==> src/design/distance_vector_route_node_macros.svh <==
// ----------------------------------------------------------------------------
// Assertion macros for the distance-vector route node.
// Define ASSERT_OFF to compile every assertion away.
// ----------------------------------------------------------------------------
`ifndef DISTANCE_VECTOR_ROUTE_NODE_MACROS_SVH
`define DISTANCE_VECTOR_ROUTE_NODE_MACROS_SVH

`ifndef ASSERT_OFF

// Same-cycle implication, disabled while reset is asserted.
`define DVR_ASSERT_IMP(lbl, clk, rst_n, ante, cons) \
  lbl: assert property (@(posedge clk) disable iff (!rst_n) (ante) |-> (cons)) \
    else $error("dvr assertion failed");

// Next-cycle implication, disabled while reset is asserted.
`define DVR_ASSERT_NXT(lbl, clk, rst_n, ante, cons) \
  lbl: assert property (@(posedge clk) disable iff (!rst_n) (ante) |=> (cons)) \
    else $error("dvr assertion failed");

`else

`define DVR_ASSERT_IMP(lbl, clk, rst_n, ante, cons)
`define DVR_ASSERT_NXT(lbl, clk, rst_n, ante, cons)

`endif

`endif

==> src/design/dvr_pkg.sv <==
// ----------------------------------------------------------------------------
// dvr_pkg
// Shared widths, codes, control types and saturating cost arithmetic.
// ----------------------------------------------------------------------------
package dvr_pkg;

  localparam int NODES      = 4;
  localparam int NODE_W     = $clog2(NODES);
  localparam int COST_W     = 10;
  localparam int CMD_W      = 2;
  localparam int CFG_IDX_W  = 3;
  localparam int CFG_DATA_W = COST_W;

  typedef logic [COST_W-1:0] cost_t;
  typedef logic [NODE_W-1:0] node_t;
  typedef logic [NODES-1:0][COST_W-1:0] row_t;

  localparam cost_t INF_COST = COST_W'(999);

  // Link costs after reset, one per node.
  localparam cost_t LINK_RESET [NODES] = '{COST_W'(1), COST_W'(0), COST_W'(1), COST_W'(999)};
  localparam node_t SELF_RESET = NODE_W'(1);
  localparam logic [NODES-1:0] MASK_RESET = NODES'(5);

  // Command codes.
  localparam logic [CMD_W-1:0] CMD_INIT = 2'd0;
  localparam logic [CMD_W-1:0] CMD_ADV  = 2'd1;
  localparam logic [CMD_W-1:0] CMD_LINK = 2'd2;
  localparam logic [CMD_W-1:0] CMD_NONE = 2'd3;

  // Configuration register indexes.
  localparam logic [CFG_IDX_W-1:0] REG_LINK_0 = 3'd0;
  localparam logic [CFG_IDX_W-1:0] REG_LINK_3 = 3'd3;
  localparam logic [CFG_IDX_W-1:0] REG_SELF   = 3'd4;
  localparam logic [CFG_IDX_W-1:0] REG_MASK   = 3'd5;

  // Controller to datapath.
  typedef struct packed {
    logic  cap;
    logic  rd_en;
    logic  rd_peer;
    node_t rd_row;
    logic  ld_diag;
    logic  clr_chg;
    logic  wr_en;
    node_t wr_row;
    logic  pkt_load;
    node_t pkt_dest;
    logic  pkt_last;
  } dvr_cmd_t;

  // Datapath to controller.
  typedef struct packed {
    logic [CMD_W-1:0] cmd_code;
    logic             changed_any;
    logic [NODES-1:0] elig;
  } dvr_sts_t;

  function automatic cost_t sat(input cost_t v);
    return (v >= INF_COST) ? INF_COST : v;
  endfunction

  function automatic cost_t sat_add(input cost_t a, input cost_t b);
    logic [COST_W:0] s;
    s = {1'b0, a} + {1'b0, b};
    if (a >= INF_COST || b >= INF_COST || s >= {1'b0, INF_COST}) begin
      return INF_COST;
    end
    return s[COST_W-1:0];
  endfunction

endpackage

==> src/design/dvr_if.sv <==
// ----------------------------------------------------------------------------
// dvr_in_if / dvr_out_if
// Valid/ready channels for command words and advertisement words.
// ----------------------------------------------------------------------------
interface dvr_in_if import dvr_pkg::*; ();
  logic             valid;
  logic             ready;
  logic [CMD_W-1:0] command;
  node_t            peer_node;
  cost_t            adv_cost_0;
  cost_t            adv_cost_1;
  cost_t            adv_cost_2;
  cost_t            adv_cost_3;
  cost_t            new_link_cost;

  modport source (output valid, command, peer_node, adv_cost_0, adv_cost_1, adv_cost_2,
                  adv_cost_3, new_link_cost, input ready);
  modport sink (input valid, command, peer_node, adv_cost_0, adv_cost_1, adv_cost_2,
                adv_cost_3, new_link_cost, output ready);
endinterface

interface dvr_out_if import dvr_pkg::*; ();
  logic  valid;
  logic  ready;
  node_t dest_node;
  cost_t min_cost_0;
  cost_t min_cost_1;
  cost_t min_cost_2;
  cost_t min_cost_3;
  logic  last;

  modport source (output valid, dest_node, min_cost_0, min_cost_1, min_cost_2, min_cost_3,
                  last, input ready);
  modport sink (input valid, dest_node, min_cost_0, min_cost_1, min_cost_2, min_cost_3,
                last, output ready);
endinterface

==> src/design/dvr_dp.sv <==
// ----------------------------------------------------------------------------
// dvr_dp
// Configuration registers, cost table row memory, row update and minimum
// logic, best-cost vector and the output word register.
// ----------------------------------------------------------------------------
module dvr_dp import dvr_pkg::*; (
  input  logic                  clk,
  input  logic                  rst_n,
  input  logic                  cfg_we,
  input  logic [CFG_IDX_W-1:0]  cfg_index,
  input  logic [CFG_DATA_W-1:0] cfg_data,
  input  logic [CMD_W-1:0]      in_command,
  input  node_t                 in_peer_node,
  input  row_t                  in_adv_cost,
  input  cost_t                 in_new_link_cost,
  input  dvr_cmd_t              cmd,
  output dvr_sts_t              sts,
  output node_t                 out_dest_node,
  output row_t                  out_min_cost,
  output logic                  out_last
);

  cost_t            link_r [NODES];
  node_t            self_r;
  logic [NODES-1:0] mask_r;

  logic [CMD_W-1:0] cmd_r;
  node_t            peer_r;
  row_t             adv_r;
  cost_t            nc_r;
  cost_t            diag_r;
  logic             chg_r;
  cost_t            best_r [NODES];

  row_t             mem [NODES];
  logic [NODES-1:0] row_vld_r;
  row_t             rd_data_r;
  logic             rd_vld_r;
  node_t            rd_addr;

  node_t            dest_r;
  row_t             min_r;
  logic             last_r;

  row_t             row_cur;
  row_t             row_new;
  cost_t            peer_new;
  cost_t            old_e;
  cost_t            diff;
  cost_t            row_min;
  node_t            d;

  // Configuration writes.
  always_ff @(posedge clk) begin
    if (!rst_n) begin
      for (int i = 0; i < NODES; i++) begin
        link_r[i] <= LINK_RESET[i];
      end
      self_r <= SELF_RESET;
      mask_r <= MASK_RESET;
    end else if (cfg_we) begin
      unique case (cfg_index) inside
        [REG_LINK_0:REG_LINK_3]: link_r[cfg_index[NODE_W-1:0]] <= cfg_data[COST_W-1:0];
        REG_SELF:                self_r <= cfg_data[NODE_W-1:0];
        REG_MASK:                mask_r <= cfg_data[NODES-1:0];
        default:                 ;
      endcase
    end
  end

  // Command word capture.
  always_ff @(posedge clk) begin
    if (cmd.cap) begin
      cmd_r  <= in_command;
      peer_r <= in_peer_node;
      adv_r  <= in_adv_cost;
      nc_r   <= in_new_link_cost;
    end
  end

  // Row memory with registered read; rows never written read as infinity.
  assign rd_addr = cmd.rd_peer ? peer_r : cmd.rd_row;

  always_ff @(posedge clk) begin
    if (cmd.wr_en) begin
      mem[cmd.wr_row] <= row_new;
    end
    if (cmd.rd_en) begin
      rd_data_r <= mem[rd_addr];
    end
  end

  always_ff @(posedge clk) begin
    if (!rst_n) begin
      row_vld_r <= '0;
      rd_vld_r  <= 1'b0;
    end else begin
      if (cmd.wr_en) begin
        row_vld_r[cmd.wr_row] <= 1'b1;
      end
      if (cmd.rd_en) begin
        rd_vld_r <= row_vld_r[rd_addr];
      end
    end
  end

  assign row_cur = rd_vld_r ? rd_data_r : {NODES{INF_COST}};
  assign d       = cmd.wr_row;

  // New value of the entry in the peer's column of row d.
  always_comb begin
    old_e    = row_cur[peer_r];
    diff     = (old_e > diag_r) ? cost_t'(old_e - diag_r) : '0;
    peer_new = old_e;
    if (cmd_r == CMD_ADV) begin
      peer_new = sat_add(diag_r, adv_r[d]);
    end else if (d == peer_r) begin
      peer_new = sat(nc_r);
    end else if (old_e >= INF_COST) begin
      peer_new = INF_COST;
    end else begin
      peer_new = sat_add(nc_r, diff);
    end
  end

  always_comb begin
    for (int v = 0; v < NODES; v++) begin
      if (cmd_r == CMD_INIT) begin
        row_new[v] = (node_t'(v) == d) ? sat(link_r[d]) : INF_COST;
      end else if ((cmd_r == CMD_ADV || cmd_r == CMD_LINK) && node_t'(v) == peer_r) begin
        row_new[v] = peer_new;
      end else begin
        row_new[v] = row_cur[v];
      end
    end
    row_min = INF_COST;
    for (int v = 0; v < NODES; v++) begin
      if (row_new[v] < row_min) begin
        row_min = row_new[v];
      end
    end
  end

  always_ff @(posedge clk) begin
    if (cmd.ld_diag) begin
      diag_r <= row_cur[peer_r];
    end
  end

  always_ff @(posedge clk) begin
    if (!rst_n) begin
      for (int i = 0; i < NODES; i++) begin
        best_r[i] <= INF_COST;
      end
      chg_r <= 1'b0;
    end else begin
      if (cmd.wr_en) begin
        best_r[d] <= row_min;
      end
      if (cmd.clr_chg) begin
        chg_r <= 1'b0;
      end else if (cmd.wr_en) begin
        chg_r <= chg_r | (row_min != best_r[d]);
      end
    end
  end

  assign sts.cmd_code    = cmd_r;
  assign sts.changed_any = chg_r | (row_min != best_r[d]);
  assign sts.elig        = mask_r & ~(NODES'(1) << self_r);

  // Output word register.
  always_ff @(posedge clk) begin
    if (cmd.pkt_load) begin
      dest_r <= cmd.pkt_dest;
      last_r <= cmd.pkt_last;
      for (int i = 0; i < NODES; i++) begin
        min_r[i] <= best_r[i];
      end
    end
  end

  assign out_dest_node = dest_r;
  assign out_min_cost  = min_r;
  assign out_last      = last_r;

endmodule

==> src/design/dvr_ctrl.sv <==
// ----------------------------------------------------------------------------
// dvr_ctrl
// Sequencer: diagonal fetch, row sweep over the cost table, and the
// advertisement run with output valid handling.
// ----------------------------------------------------------------------------
`include "distance_vector_route_node_macros.svh"

module dvr_ctrl import dvr_pkg::*; (
  input  logic             clk,
  input  logic             rst_n,
  input  logic             in_valid,
  input  logic [CMD_W-1:0] in_command,
  output logic             in_ready,
  input  logic             out_ready,
  output logic             out_valid,
  output dvr_cmd_t         cmd,
  input  dvr_sts_t         sts
);

  localparam logic [2:0] S_IDLE   = 3'd0;
  localparam logic [2:0] S_RDDIAG = 3'd1;
  localparam logic [2:0] S_LDDIAG = 3'd2;
  localparam logic [2:0] S_SWEEP  = 3'd3;
  localparam logic [2:0] S_EMIT   = 3'd4;

  logic [2:0]       state_r, state_nxt;
  node_t            cnt_r, cnt_nxt;
  logic [NODES-1:0] rem_r, rem_nxt;
  logic             out_valid_r, out_valid_nxt;
  node_t            pick;
  logic [NODES-1:0] rem_left;

  // Lowest remaining destination goes out first.
  always_comb begin
    pick = '0;
    for (int i = NODES - 1; i >= 0; i--) begin
      if (rem_r[i]) begin
        pick = node_t'(i);
      end
    end
    rem_left = rem_r & ~(NODES'(1) << pick);
  end

  always_comb begin
    state_nxt = state_r;
    cnt_nxt   = cnt_r;
    rem_nxt   = rem_r;
    cmd       = '0;
    in_ready  = (state_r == S_IDLE);
    unique case (state_r)
      S_IDLE: begin
        if (in_valid) begin
          cmd.cap = 1'b1;
          if (in_command != CMD_NONE) begin
            state_nxt = S_RDDIAG;
          end
        end
      end
      S_RDDIAG: begin
        cmd.rd_en   = 1'b1;
        cmd.rd_peer = 1'b1;
        state_nxt   = S_LDDIAG;
      end
      S_LDDIAG: begin
        cmd.ld_diag = 1'b1;
        cmd.clr_chg = 1'b1;
        cmd.rd_en   = 1'b1;
        cmd.rd_row  = '0;
        cnt_nxt     = '0;
        state_nxt   = S_SWEEP;
      end
      S_SWEEP: begin
        cmd.wr_en  = 1'b1;
        cmd.wr_row = cnt_r;
        cmd.rd_en  = 1'b1;
        cmd.rd_row = cnt_r + 1'b1;
        cnt_nxt    = cnt_r + 1'b1;
        if (cnt_r == node_t'(NODES - 1)) begin
          rem_nxt = sts.elig;
          if (sts.cmd_code == CMD_INIT || sts.changed_any) begin
            state_nxt = S_EMIT;
          end else begin
            state_nxt = S_IDLE;
          end
        end
      end
      S_EMIT: begin
        if (rem_r == '0) begin
          state_nxt = S_IDLE;
        end else if (!out_valid_r || out_ready) begin
          cmd.pkt_load = 1'b1;
          cmd.pkt_dest = pick;
          cmd.pkt_last = (rem_left == '0);
          rem_nxt      = rem_left;
          if (rem_left == '0) begin
            state_nxt = S_IDLE;
          end
        end
      end
      default: begin
        state_nxt = S_IDLE;
      end
    endcase
  end

  always_comb begin
    if (cmd.pkt_load) begin
      out_valid_nxt = 1'b1;
    end else if (out_ready) begin
      out_valid_nxt = 1'b0;
    end else begin
      out_valid_nxt = out_valid_r;
    end
  end

  always_ff @(posedge clk) begin
    if (!rst_n) begin
      state_r     <= S_IDLE;
      cnt_r       <= '0;
      rem_r       <= '0;
      out_valid_r <= 1'b0;
    end else begin
      state_r     <= state_nxt;
      cnt_r       <= cnt_nxt;
      rem_r       <= rem_nxt;
      out_valid_r <= out_valid_nxt;
    end
  end

  assign out_valid = out_valid_r;

  `DVR_ASSERT_NXT(a_last_ends_run, clk, rst_n, cmd.pkt_load && cmd.pkt_last, state_r == S_IDLE)
  `DVR_ASSERT_IMP(a_dest_pending, clk, rst_n, cmd.pkt_load, rem_r[cmd.pkt_dest])
  `DVR_ASSERT_NXT(a_sweep_exit, clk, rst_n, state_r == S_SWEEP && cnt_r == node_t'(NODES - 1), state_r == S_IDLE || state_r == S_EMIT)

endmodule

==> src/design/distance_vector_route_node.sv <==
// ----------------------------------------------------------------------------
// distance_vector_route_node: one router of a distance-vector network.
// The diagonal is fetched and the rows are swept after the accept; advertisement
// words then go out one per cycle while the receiver keeps ready high. A new
// command word is taken only once the node is idle again after the previous one.
// Reset: synchronous, active low; table and minima read as infinity (999).
// ----------------------------------------------------------------------------
//
// The cost table (destination by via-neighbor) lives in a four-row memory,
// one row per destination, each row holding the four via costs. Every row
// carries a valid bit cleared by reset, so a row not yet written reads as all
// infinity and no clearing pass is needed.
//
// Processing a command word runs as follows:
//   1. The word is captured and the peer's row is read.
//   2. The peer's diagonal entry is latched; the read of row 0 is issued.
//   3. One row per cycle is rewritten: the peer's column entry is replaced
//      (init instead rebuilds the whole row from the link costs), the row
//      minimum is formed and stored in the best-cost vector, and a sticky
//      flag records any change. The next row is read in the same cycle.
//   4. After init, or when any minimum changed, one word per neighbor in the
//      mask (self excluded) goes out in ascending node order; the final word
//      carries last.
// The output word sits in its own register, so the controller can release
// the input side while the final advertisement still waits to be taken.
// The unused command code is accepted and dropped.
//
// Configuration writes are registered at once; registers are to be written only
// while the node is idle, and the block itself does not enforce this.
// ----------------------------------------------------------------------------
module distance_vector_route_node import dvr_pkg::*; (
  input  logic                  clk,
  input  logic                  rst_n,
  dvr_in_if.sink                in_chan,
  dvr_out_if.source             out_chan,
  input  logic                  cfg_we,
  input  logic [CFG_IDX_W-1:0]  cfg_index,
  input  logic [CFG_DATA_W-1:0] cfg_data
);

  dvr_cmd_t cmd;
  dvr_sts_t sts;
  row_t     adv_cost;
  row_t     min_cost;

  // Advertised costs are handled as one packed row, entry i for node i.
  assign adv_cost = {in_chan.adv_cost_3, in_chan.adv_cost_2,
                     in_chan.adv_cost_1, in_chan.adv_cost_0};

  dvr_ctrl u_ctrl (
    .clk        (clk),
    .rst_n      (rst_n),
    .in_valid   (in_chan.valid),
    .in_command (in_chan.command),
    .in_ready   (in_chan.ready),
    .out_ready  (out_chan.ready),
    .out_valid  (out_chan.valid),
    .cmd        (cmd),
    .sts        (sts)
  );

  dvr_dp u_dp (
    .clk              (clk),
    .rst_n            (rst_n),
    .cfg_we           (cfg_we),
    .cfg_index        (cfg_index),
    .cfg_data         (cfg_data),
    .in_command       (in_chan.command),
    .in_peer_node     (in_chan.peer_node),
    .in_adv_cost      (adv_cost),
    .in_new_link_cost (in_chan.new_link_cost),
    .cmd              (cmd),
    .sts              (sts),
    .out_dest_node    (out_chan.dest_node),
    .out_min_cost     (min_cost),
    .out_last         (out_chan.last)
  );

  assign out_chan.min_cost_0 = min_cost[0];
  assign out_chan.min_cost_1 = min_cost[1];
  assign out_chan.min_cost_2 = min_cost[2];
  assign out_chan.min_cost_3 = min_cost[3];

endmodule

==> src/flat_wrapper.sv <==
// flat-port wrapper written by rule: the top's interface ports become plain ports
module distance_vector_route_node_flat import dvr_pkg::*;
  (clk, rst_n, cfg_we, cfg_index, cfg_data, in_chan_valid, in_chan_command, in_chan_peer_node, in_chan_adv_cost_0, in_chan_adv_cost_1, in_chan_adv_cost_2, in_chan_adv_cost_3, in_chan_new_link_cost, in_chan_ready, out_chan_valid, out_chan_dest_node, out_chan_min_cost_0, out_chan_min_cost_1, out_chan_min_cost_2, out_chan_min_cost_3, out_chan_last, out_chan_ready);
  dvr_in_if in_chan_i ();
  dvr_out_if out_chan_i ();
  input  logic clk;
  input  logic rst_n;
  input  logic cfg_we;
  input  logic [CFG_IDX_W-1:0] cfg_index;
  input  logic [CFG_DATA_W-1:0] cfg_data;
  input wire logic [$bits(in_chan_i.valid)-1:0] in_chan_valid;
  input wire logic [$bits(in_chan_i.command)-1:0] in_chan_command;
  input wire logic [$bits(in_chan_i.peer_node)-1:0] in_chan_peer_node;
  input wire logic [$bits(in_chan_i.adv_cost_0)-1:0] in_chan_adv_cost_0;
  input wire logic [$bits(in_chan_i.adv_cost_1)-1:0] in_chan_adv_cost_1;
  input wire logic [$bits(in_chan_i.adv_cost_2)-1:0] in_chan_adv_cost_2;
  input wire logic [$bits(in_chan_i.adv_cost_3)-1:0] in_chan_adv_cost_3;
  input wire logic [$bits(in_chan_i.new_link_cost)-1:0] in_chan_new_link_cost;
  output wire logic [$bits(in_chan_i.ready)-1:0] in_chan_ready;
  output wire logic [$bits(out_chan_i.valid)-1:0] out_chan_valid;
  output wire logic [$bits(out_chan_i.dest_node)-1:0] out_chan_dest_node;
  output wire logic [$bits(out_chan_i.min_cost_0)-1:0] out_chan_min_cost_0;
  output wire logic [$bits(out_chan_i.min_cost_1)-1:0] out_chan_min_cost_1;
  output wire logic [$bits(out_chan_i.min_cost_2)-1:0] out_chan_min_cost_2;
  output wire logic [$bits(out_chan_i.min_cost_3)-1:0] out_chan_min_cost_3;
  output wire logic [$bits(out_chan_i.last)-1:0] out_chan_last;
  input wire logic [$bits(out_chan_i.ready)-1:0] out_chan_ready;
  assign in_chan_i.valid = in_chan_valid;
  assign in_chan_i.command = in_chan_command;
  assign in_chan_i.peer_node = in_chan_peer_node;
  assign in_chan_i.adv_cost_0 = in_chan_adv_cost_0;
  assign in_chan_i.adv_cost_1 = in_chan_adv_cost_1;
  assign in_chan_i.adv_cost_2 = in_chan_adv_cost_2;
  assign in_chan_i.adv_cost_3 = in_chan_adv_cost_3;
  assign in_chan_i.new_link_cost = in_chan_new_link_cost;
  assign in_chan_ready = in_chan_i.ready;
  assign out_chan_valid = out_chan_i.valid;
  assign out_chan_dest_node = out_chan_i.dest_node;
  assign out_chan_min_cost_0 = out_chan_i.min_cost_0;
  assign out_chan_min_cost_1 = out_chan_i.min_cost_1;
  assign out_chan_min_cost_2 = out_chan_i.min_cost_2;
  assign out_chan_min_cost_3 = out_chan_i.min_cost_3;
  assign out_chan_last = out_chan_i.last;
  assign out_chan_i.ready = out_chan_ready;
  distance_vector_route_node u_core (.clk(clk), .rst_n(rst_n), .in_chan(in_chan_i), .out_chan(out_chan_i), .cfg_we(cfg_we), .cfg_index(cfg_index), .cfg_data(cfg_data));
endmodule
==> config.mk <==
export PLATFORM = sky130hd
export DESIGN_NAME = distance_vector_route_node_flat
export DESIGN_NICKNAME = d
export VERILOG_FILES = /design/src/design/dvr_pkg.sv /design/src/design/dvr_if.sv /design/src/design/dvr_dp.sv /design/src/design/dvr_ctrl.sv /design/src/design/distance_vector_route_node.sv /design/src/flat_wrapper.sv
export VERILOG_INCLUDE_DIRS = /design/src /design/src/design
export SDC_FILE = /design/constraint.sdc
export NUM_CORES = 1
export LEC_CHECK = 0
export BUFFER_PORTS_ARGS = -buffer_cell sky130_fd_sc_hd__buf_2
export CAP_MARGIN = 15
export CORE_MARGIN = 2
export CORE_UTILIZATION = 38
export CTS_CLUSTER_DIAMETER = 100
export DETAILED_ROUTE_END_ITERATION = 8
export GPL_TIMING_DRIVEN = 0
export PLACE_DENSITY = 0.59
export SLEW_MARGIN = 20
export SYNTH_ARGS = -nofsm -noshare
export SYNTH_HDL_FRONTEND = slang
export SYNTH_SLANG_ARGS = --single-unit
==> constraint.sdc <==
create_clock -name clk -period 16.69 [get_ports clk]
set_input_delay 0.8345 -clock clk [delete_from_list [all_inputs] [get_ports clk]]
set_output_delay 0.8345 -clock clk [all_outputs]
set_load 0.1 [all_outputs]
# After elaboration in Yosys (flattened, before gate mapping)
# Memory sizes are Yosys's and may differ from the RTL's. A register that Yosys moved wholly into a read port is not among the register bits.
# Index checks and enable logic that the tools add are counted.
[classes] addsub=4 n_bitwise=9 n_shift=2 magnitude_cmp=19 n_reduce_logical=32 n_mux=86 n_eq_ne=25
[ops] cell="$mux 10" count=30
[ops] cell="$ge 10x10->1 const B" count=6
[ops] cell="$bmux 10 s2" count=2
[ops] cell="$mux 40" count=1
[ops] cell="$lt 10x10->1" count=3
[ops] cell="$mux 1" count=25
[ops] cell="$mux 3" count=8
[ops] cell="$mux 4" count=6
[ops] cell="$add 10x10->11" count=2
[ops] cell="$ge 11x10->1 const B" count=2
[ops] cell="$reduce_or 10->1" count=2
[ops] cell="$mux 2" count=9
[ops] cell="$pmux 3 s5" count=1
[ops] cell="$gt 10x10->1" count=1
[ops] cell="$lt 10x10->1 const B" count=1
[ops] cell="$ne 10x10->1" count=1
[ops] cell="$ne 2x2->1 const B" count=5
[ops] cell="$sub 10x10->10" count=1
[ops] cell="$eq 3x3->1 const B" count=3
[ops] cell="$lt 2x3->1 const B" count=3
[ops] cell="$and 4x4->4" count=2
[ops] cell="$eq 2x2->1 const A" count=4
[ops] cell="$logic_not 4->1" count=2
[ops] cell="$not 4->4" count=2
[ops] cell="other kinds (31)" count=55
[totals] output_inout_bits=45 reg_bits=89 memories=3 ram_bits=240 inputBits=72 elab_cells=199
[mem_list] memory="u_core.u_dp.mem" words=4 word_bits=40 read_ports=1 rd_clocked_by_memory_dff=1 wr=1 line_no="dvr_dp.sv:35" rtl="row_t mem [NODES];"
[mem_list] memory="u_core.u_dp.best_r" words=4 word_bits=10 read_ports=5 rd_clocked_by_memory_dff=4 wr=4 line_no="dvr_dp.sv:33" rtl="cost_t best_r [NODES];"
[mem_list] memory="u_core.u_dp.link_r" words=4 word_bits=10 read_ports=1 rd_clocked_by_memory_dff=0 wr=4 line_no="dvr_dp.sv:23" rtl="cost_t link_r [NODES];"

# Logic depth before layout (Yosys ltp)
[depth] word_depth=32 mapped_depth=73 depth_no_buf=67

# Cells and area by module
# From an unflattened synthesis, not the netlist that was laid out.
[unflattened] cells_unflattened=1499 hier_area_um2=20541.0
[by_module_without_submodules] mod="dvr_dp" n_inst=1 seq_area_each_um2=11861.4 area_each_um2=19845.3 cells_per_inst=1410
[by_module_without_submodules] mod="dvr_ctrl" n_inst=1 seq_area_each_um2=200.2 area_each_um2=695.7 cells_per_inst=89

# Worst setup path after synthesis
# Ideal clock, no wire load.
[synth_timing] kind="register to register" startpoint="register u_core.u_dp.rd_vld_r" endpoint="register u_core.u_dp.chg_r" t_arrival_ns=12.742 period_less_slack_ns=12.924 required_time_ns=16.507 path_slack_ns=3.766 path_stages_with_launch=72 setup_ns=0.183 n_path_buf=7 path_cell_list="dfxtp_1 clkbuf_1 clkbuf_1 clkbuf_1 clkbuf_1 clkbuf_1 nor2b_1 ha_1 inv_1 fa_1 a21oi_1 o211a_1 o21bai_1 o31ai_1 nor2_1 ha_1 fa_1 a21oi_1 (+36 left out) a21oi_1 nor2b_1 o21ai_0 nand2b_1 a21oi_1 nor2b_1 o21ai_0 nand2b_1 or3_1 nand2b_1 a211oi_1 a211o_1 buf_6 mux2_2 xor2_1 nor4_1 and3_1 a2111oi_2"
[synth_rtl] element="from (decl)" line_no="dvr_dp.sv:38" rtl="logic rd_vld_r;"
[synth_rtl] element="from (signal assigned)" line_no="dvr_dp.sv:102" rtl="rd_vld_r <= row_vld_r[rd_addr];"
[synth_rtl] element="to (signal assigned)" line_no="dvr_dp.sv:163" rtl="chg_r <= chg_r | (row_min != best_r[d]);"
[synth_rtl] element="to (decl)" line_no="dvr_dp.sv:32" rtl="logic chg_r;"

==> results_dict.tcl <==
set metrics [dict create \
    gp_congestion 0.961 \
    period_share_pct 92.8 \
    syn_area_mm2 0.0208 \
    cts_buffer_depth 3 \
    die_area_mm2 0.0565 \
    coreArea_mm2 0.0539 \
    grt_max_degree 45 \
    fin_crit_ns 15.48 \
    hold_path.class "input pin to flip-flop" \
    grt_overflow_total 0 \
    combPwrFrac_pct 20.4 \
    vias 15500 \
    clock_latency_ns 0.59 \
    wl_met2_um 30000 \
    setup_viol 0 \
    start_util_pct 38.5 \
    p_sw_mw 0.793 \
    cts.htree.levels 2 \
    drive_above_1_share_pct 15.5 \
    worst_clock_skew_ns 0.0200 \
    fp-row-count 85 \
    ys_warn_count 0 \
    cts_buffers 45 \
    nets 2091 \
    die_x_um 238 \
    top_layer_used "met5" \
    p_int_mw 1.91 \
    mostFrequentLayoutCells "387 x edfxtp_1, 195 x nand2_1, 126 x nor2_1, 123 x buf_2, 91 x a21oi_1" \
    final_common_cell "edfxtp_1" \
    critPathMostFrequentCell "a21oi_1" \
    synth.distinct_cells 100 \
    yosysTopAreaCellShare_pct 56.0 \
    finalMaxSlewViolations 0 \
    rsz0062_at_grt "no" \
    wl_per_cell_um 23.5 \
    holdBufCountCts 0 \
    drt_pre_antenna_iters 5 \
    syn_inst 1792 \
    total_power_mw 2.71 \
    io_pins 117 \
    drc 0 \
    synth-seq-cells 409 \
    max_stage_delay_ns 0.68 \
    root_buffer "clkbuf_16" \
    synth_fp_nets 1925 \
    ys_top_cells_by_area "edfxtp_1 56%, nand2_1 3.5%, ha_1 3.5%" \
    setup_ws_ns 1.21 \
    peakVddDrop_mv 0.0669 \
    ys.flop_type "edfxtp_1" \
    wl_met3_um 4060 \
    grt_pass1_wl_um 94200 \
    cts_tree "yes" \
    worst-setup-path-type "flip-flop to flip-flop" \
    clk_pin_slew_ns 0.06 \
    max-cap-violations 0 \
    synth_area_per_cell_um2 11.6 \
    cp_slowest_cell "edfxtp_1" \
    p_seq_share_pct 44.2 \
    dp_slack_ns -0.211 \
    required_ns 17.18 \
    die_h_um 238 \
    grt_pass1_vias 15300 \
    port_buffers 115 \
    clockPowerShare_pct 35.3 \
    vias_per_cell 5.75 \
    run_status "completed" \
    hold_viol_final 0 \
    worst_ep_arrival_time_ns 15.97 \
    ant_nets 0 \
    synth_edf_count 387 \
    power.density_mw_per_mm2 113 \
    worst_slew_pin_slew_ns 1.30 \
    swShare_pct 29.3 \
    yosysTopAreaCell "edfxtp_1" \
    hold_slack_ns 0.415 \
    crit_fanout 11 \
    max_freq_ghz 0.0646 \
    synthArstFlopShare_pct 0 \
    drtIter0Drc 1503 \
    area_growth_pct 15.0 \
    drt-total-wl_um 63200 \
    drt-met1-wl_um 27400 \
    gr-usage-all-layers_pct 22.1 \
    leakage_nw 8.62 \
    place.detailed.hpwl_um 46000 \
    antenna_found_initial 3 \
    startpoint_type "flip-flop" \
    cts_num_sinks 409 \
    yosysSeqAreaShare_pct 58.1 \
    slew_headroom_pct 12.3 \
    crit_path_end_kind "flip-flop" \
]
power groups by stage:
stage,Sequential (mW),Clock [mW],Combinational [mW]
6_report,1.20,0.956,0.553
5_1_grt,1.20,1.01,0.597
3_3_place_gp,1.22,0,0.518
3_5_place_dp,1.22,0,0.531
2_1_floorplan,1.20,0,0.369
4_1_cts,1.20,0.978,0.537
worst max-delay path, delay by kind of cell (launching register included):
kind,cells,cell delay (ns)
AOI/OAI and AO/OA,32,6.83
xor gates and xnor gates,1,0.23
adders and majority gates,7,2.20
DFF,1,0.68
and+or+nand+nor,19,2.83
buffers and inverters,6,1.17
muxes,3,1.42
final timing paths:
check,slack (ns),depth (start not counted),end,from
setup / recovery,1.21,68,u_core.u_dp.chg_r,u_core.u_dp.peer_r[0]
hold / removal,0.41,1,u_core.u_dp.adv_r[18],in_chan_adv_cost_1[8]
setup reg to reg,1.21,68,u_core.u_dp.chg_r,u_core.u_dp.peer_r[0]
hold reg to reg,0.45,0,out_chan_min_cost_1[5],u_core.u_dp.best_r[1][5]
synthesized netlist by cell type, types with 17 or more instances:
library cell  count
edfxtp_1        387
nand2_1         195
nor2_1          128
a21oi_1          94
inv_1            74
clkbuf_1         72
a31oi_1          58
ha_1             58
o21ai_0          54
and3_1           53
a211oi_1         49
nor3_1           44
and2_1           33
nand3_1          33
mux2i_1          32
nand2b_1         28
nand4_1          25
dfxtp_1          22
a21o_1           19
nor3b_1          18
o22a_1           18
o22ai_1          18
or2_2            17
flip-flops by register name (all words and copies together) (netlist names), 2 cells and up:
signal / flops
out_chan_min_cost_3: 9
u_core.u_dp.diag_r: 10
u_core.u_ctrl.rem_r: 4
u_core.u_dp.cmd_r: 2
out_chan_min_cost_1: 10
u_core.u_dp.row_vld_r: 4
u_core.u_dp.nc_r: 10
u_core.u_dp.adv_r: 40
u_core.u_dp.best_r: 40
u_core.u_dp.out_dest_node: 2
u_core.u_ctrl.state_r: 3
u_core.u_dp.self_r: 2
u_core.u_dp.peer_r: 2
u_core.u_dp.mem: 160
u_core.u_dp.mask_r: 4
out_chan_min_cost_0: 10
u_core.u_dp.rd_data_r: 40
u_core.u_ctrl.cnt_r: 2
out_chan_min_cost_2: 10
u_core.u_dp.link_r: 40
metal layers:
metal  track usage (%)  vias to the layer above
met2              36.7                      572
met5                 0                        -
li1                  -                     7135
met3              3.59                      113
met1              29.8                     7653
met4              6.73                        2
cell families (layout without fill, tap and decap cells):
family / count (synthesis) / count (layout) / synth area share [%]
buffers and inverters: 174 / 375 / 3.55
AND/OR/NAND/NOR: 645 / 645 / 16.3
adder cells (fa/ha/maj): 63 / 63 / 3.89
AO/OA/AOI/OAI: 427 / 427 / 14.2
flip-flops: 409 / 409 / 58.1
other: 0 / 1 / 0
multiplexers: 49 / 49 / 2.95
XOR/XNOR: 25 / 25 / 1.06
layout make-up:
type	count	area [um^2]
repair buffers	124	748
diodes	1	2.50
inverters	76	293
multi-input cells	1209	8040
clock inverters	20	153
flip-flops and latches	409	12100
well taps	696	871
clock buffers	62	1260
plain buffers	93	442
fillers	4969	30000
timing repair:
action | CTS | global route
resized for setup | 3 | 19
buffers inserted | 0 | 0
setup endpoints to repair | 2 | 42
gates cloned | 0 | 0
through the flow:
step	TNS, ns	std cells	instance area [um^2]	utilization [%]
4_1_cts	0	2694	23800	44.2
5_1_grt	0	2689	23900	44.3
6_report	0	2690	23900	44.3
3_5_place_dp	-0.385	2612	22400	41.6
2_1_floorplan	0	1792	20800	-
3_3_place_gp	-0.172	2603	22200	41.2
Power figures use the tool's default switching activity.
